### config.mk
export PLATFORM = sky130hd
export DESIGN_NAME = mre_ram
export DESIGN_NICKNAME = d
export VERILOG_FILES = /design/src/hdl/mre_ram.sv
export SDC_FILE = /design/constraint.sdc
export NUM_CORES = 2
export LEC_CHECK = 0
export BUFFER_PORTS_ARGS = -buffer_cell sky130_fd_sc_hd__clkbuf_2
export CAP_MARGIN = 20
export CORE_MARGIN = 2
export CORE_UTILIZATION = 61
export DETAILED_ROUTE_END_ITERATION = 16
export GPL_TIMING_DRIVEN = 0
export PLACE_DENSITY_LB_ADDON = 0.15
export SYNTH_ARGS = -nofsm -noshare
export SYNTH_HDL_FRONTEND = slang
export SYNTH_SLANG_ARGS = --single-unit
### constraint.sdc
create_clock -name clk -period 3.07 [get_ports clk]
set_clock_uncertainty 0.15 [all_clocks]
set_input_delay 0 -clock clk [delete_from_list [all_inputs] [get_ports clk]]
set_output_delay 0 -clock clk [all_outputs]
set_load 0.02 [all_outputs]
### src/hdl/mre_ram.sv
// Generic simple dual-port RAM: one write port, one registered read port.
module mre_ram #(
  parameter int WIDTH = 16,
  parameter int DEPTH = 256
) (
  input  logic                     clk,
  input  logic                     we,
  input  logic [$clog2(DEPTH)-1:0] waddr,
  input  logic [WIDTH-1:0]         wdata,
  input  logic [$clog2(DEPTH)-1:0] raddr,
  output logic [WIDTH-1:0]         rdata
);

  logic [WIDTH-1:0] mem [DEPTH];

  always_ff @(posedge clk) begin
    if (we) begin
      mem[waddr] <= wdata;
    end
    rdata <= mem[raddr];
  end

endmodule

==> implementation parameters <==
Parameter                              Value

Run status
  Status    finished, violations left
  Failing checks    setup timing

Power
  Leakage dissipation    58.4 nW
  Worst VDD drop    0.532 mV
  Pwr Density    646 nW/um2

GRT
  Pin count of the biggest net entering global routing    143
  Vias in the first global route    82608
  Antenna violations before repair    34
  Global routing usage summed across all routing layers    37.2%
  Global-route wire length before repair    667000 um
  Remaining global-route overflow    0

Clocking
  CTS tree    built
  Clock transition at the registers of the reported paths    0.06 ns
  Clock root buffer    clkbuf_16
  Total clock buffers created by CTS    405
  Clock Tree Buf Depth    4
  Clock insertion delay at the later pin of the skew report    0.97 ns
  H-Tree Depth    5
  Sinks on the clock net    4112

Critical path
  Largest incremental delay on the critical path    0.64 ns
  Start-to-end type of the worst setup path    in -> reg
  Setup crit end kind    flip-flop
  Startpoint type of the worst setup path    primary input
  Cell type of the slowest stage on the worst timing path    a22oi_1
  Arrival time of data at the critical path endpoint    3.97 ns
  Worst-case register-to-register setup slack    -0.01 ns
  Launching point of the worst reg2reg path    mem[139][2]
  Most prevalent standard cell on the critical path    clkbuf_1
  Cell Chain, Critical Path    clkbuf_2 -> inv_1 -> buf_2 -> clkbuf_1 -> buf_8 -> clkbuf_1 -> a21oi_1 -> a22oi_1 -> nand4_1 -> nor4_2
  Worst Reg-to-Reg Cells    6
  Data required time of the worst path    3.69 ns
  Endpoint of the lowest-slack register-to-register path    rdata[2]
  CP Max Fanout    10

Die
  Initial cell density of the core    61.2%
  Count of boundary I/O pins    50
  Total Die Area    264000 um2
  Chip height    514 um
  Placement Rows    187
  Floorplan die width    514 um
  Placeable core region    259000 um2

Route
  Number of antenna-violating nets in the routed design    0
  Post-detailed-route wirelength per cell    41.4 um
  Iteration count of the initial detailed-routing pass    7
  Via count    86123
  Vias per std cell    7.25
  Count of routing violations after the opening detailed-route iteration    15259
  Detailed-route wire length    492000 um
  Post-route DRC    0

Synthesis
  Synth Flop Type    edfxtp_1
  Library cell occupying the most area in the post-synthesis netlist    edfxtp_1
  Area share of the leading cell type in the synthesized netlist    77.5%
  Synth top area cells    edfxtp_1 77%, mux4_2 11%, mux2i_1 3.6%
  Count of yosys warnings during synthesis    0
  Number of synthesized flops with an enable pin    4096
  Netlist area before placement    159000 um2
  Sequential fraction of the synthesis area    77.7%
  Count of state elements after synthesis    4112
  Post-Syn Instances    7360
  Post-Syn Nets    7394
  Synth unique cells    52
  Ys async rst share    0%
  Avg Inst Size Synth    21.6 um2

STA
  Fmax    299 MHz
  Final period util    109%
  Worst slew pin tran    1.20 ns
  Post-layout worst setup margin    -0.274 ns
  Final-layout setup total negative slack    -1.91 ns
  Setup violators final    15
  Final Critical Period    3.34 ns
  Final number of hold-violating endpoints    0
  Slew margin rel.    19.9%
  Max Transition Viols Final    0

Layout
  Number of nets in the layout    8174
  Post-Layout Inst Area    183000 um2
  P&R area growth vs syn    15.5%
  Fraction of final layout cells sized beyond drive strength 1    28.4%
  Fill cell instance count of the final layout    15219

Placement
  Final estimated routing congestion in global placement    1.04
  Post-placement cell area    169000 um2
  Number of input and output port buffers inserted    39
  Placed wire-length estimate    332000 um

Min path
  Worst Hold End    mem[111][3]
  Worst min path class    in -> reg
  Hold_sp    wdata[3]
  Hold depth    2

Flow run
  Maximum Capacitance Violations    0
worst max path at each step:
stage | start | to | slack [ns]
floorplan | waddr[3] | mem[235][0] | 0.75
global placement | raddr[2] | rdata[1] | -3.60
detailed placement | raddr[2] | rdata[2] | -2.46
CTS | raddr[2] | rdata[1] | 0.0007
global route | raddr[4] | rdata[9] | -0.08
finish | raddr[4] | rdata[9] | -0.27
stage by stage:
stage                     utilization, %  setup slack, ns  instances  hold WS (ns)  total power [mW]
after floorplan                        -            0.755       7360       -0.0511              66.2
after global placement              62.9            -3.60      10801         0.270              69.7
after detailed placement            65.2            -2.46      11087         0.123              69.8
after CTS                           70.6         0.000728      11865      0.000750               118
after global routing                70.7          -0.0835      11868      -0.00510               120
final                               70.7           -0.274      11882        0.0363               118
repair_timing:
item / 4_1_cts / 5_1_grt
pin swaps: 2 / 2
hold buffers: 45 / 0
hold endpoints to repair: 3551 / 0
setup endpoints to repair: 16 / 176
gates resized for setup: 177 / 70
buffers inserted: 4 / 0
worst max-delay path, delay by kind of cell:
family                 cells  cell delay (ns)
AND/OR/NAND/NOR            2             0.96
buffers and inverters      6             2.16
AO/OA/AOI/OAI              2             0.82
power breakdown:
part           switching (mW)  leakage (nW)  internal, mW  total, mW
Sequential             0.0399          36.9          61.9       61.9
Clock                    21.2          6.30          28.0       49.2
Combinational            4.92          15.2          2.25       7.17
Total                    26.2          58.4          92.2        118
kinds of logic (layout without fill, tap and decap cells):
group | Yosys count | count (layout) | synth area share [%]
flip-flops | 4112 | 4112 | 77.7
AO/OA/AOI/OAI | 786 | 786 | 3.54
buffers and inverters | 456 | 1561 | 1.69
multiplexers | 1450 | 1450 | 15.5
AND/OR/NAND/NOR | 556 | 556 | 1.57
other | 0 | 15 | 0
cells in the final DEF, fill, tap and decap left out, drive strengths merged, types with 6 or more instances in the layout:
cell,n
edfxtp,4096
mux4,797
clkbuf,771
mux2i,565
buf,508
nor2,304
o221ai,253
a21oi,175
clkinv,167
o22ai,148
nor3,92
mux2,88
dlygate4sd3,45
a22oi,43
bufinv,41
nand2,38
o21ai,38
nand3,35
a22o,32
a221oi,28
nand4,26
o32ai,21
a211oi,18
nor4,18
dfxtp,16
o31ai,16
diode,15
inv,15
and3,11
clkinvlp,9
nor2b,9
a2111oi,6
a31oi,6
state kept, by name, summed over array words and instances (netlist names):
name and flops:
mem 4096, rdata 16
cell usage after synthesis, drive strengths merged, types with 2 or more instances:
| library cell | instances |
|---|---|
| a21oi | 175 |
| inv | 4 |
| buf | 222 |
| nor4bb | 2 |
| nor2b | 9 |
| nor4 | 18 |
| o31ai | 16 |
| o22ai | 148 |
| and3 | 11 |
| a211oi | 18 |
| clkbuf | 230 |
| nor2 | 304 |
| dfxtp | 16 |
| or3 | 2 |
| nor3 | 92 |
| o21ai | 38 |
| nand4b | 3 |
| edfxtp | 4096 |
| and2 | 2 |
| mux2 | 88 |
| nand2b | 3 |
| a2111oi | 6 |
| o32ai | 21 |
| a22o | 32 |
| or2 | 5 |
| nand3 | 35 |
| nand4 | 26 |
| a22oi | 43 |
| a221oi | 28 |
| mux4 | 797 |
| mux2i | 565 |
| a31oi | 6 |
| and4 | 2 |
| o221ai | 253 |
| nand2 | 38 |
| a21o | 2 |
area by class of cell:
type | instances | area, um2 | area share [%]
buffer | 448 | 2860 | 1.56
timing repair buffer | 377 | 5910 | 3.22
inverter | 4 | 18.8 | 0.0102
tap | 3402 | 4260 | 2.32
clock buffer | 504 | 10700 | 5.81
sequential | 4112 | 123000 | 67.3
antenna | 15 | 37.5 | 0.0205
multi-input combinational | 2792 | 34000 | 18.6
clock inverter | 228 | 2260 | 1.23
layer usage:
layer  vias to the layer above  GRT usage [%]  routed length (um)
met5                         -              0                 134
met4                        16           18.3               28800
met3                      1176           13.5               76900
met2                      7040           53.3              215000
met1                     44992           51.4              171000
li1                      32899              -                   -
Power figures use the tool's default switching activity.
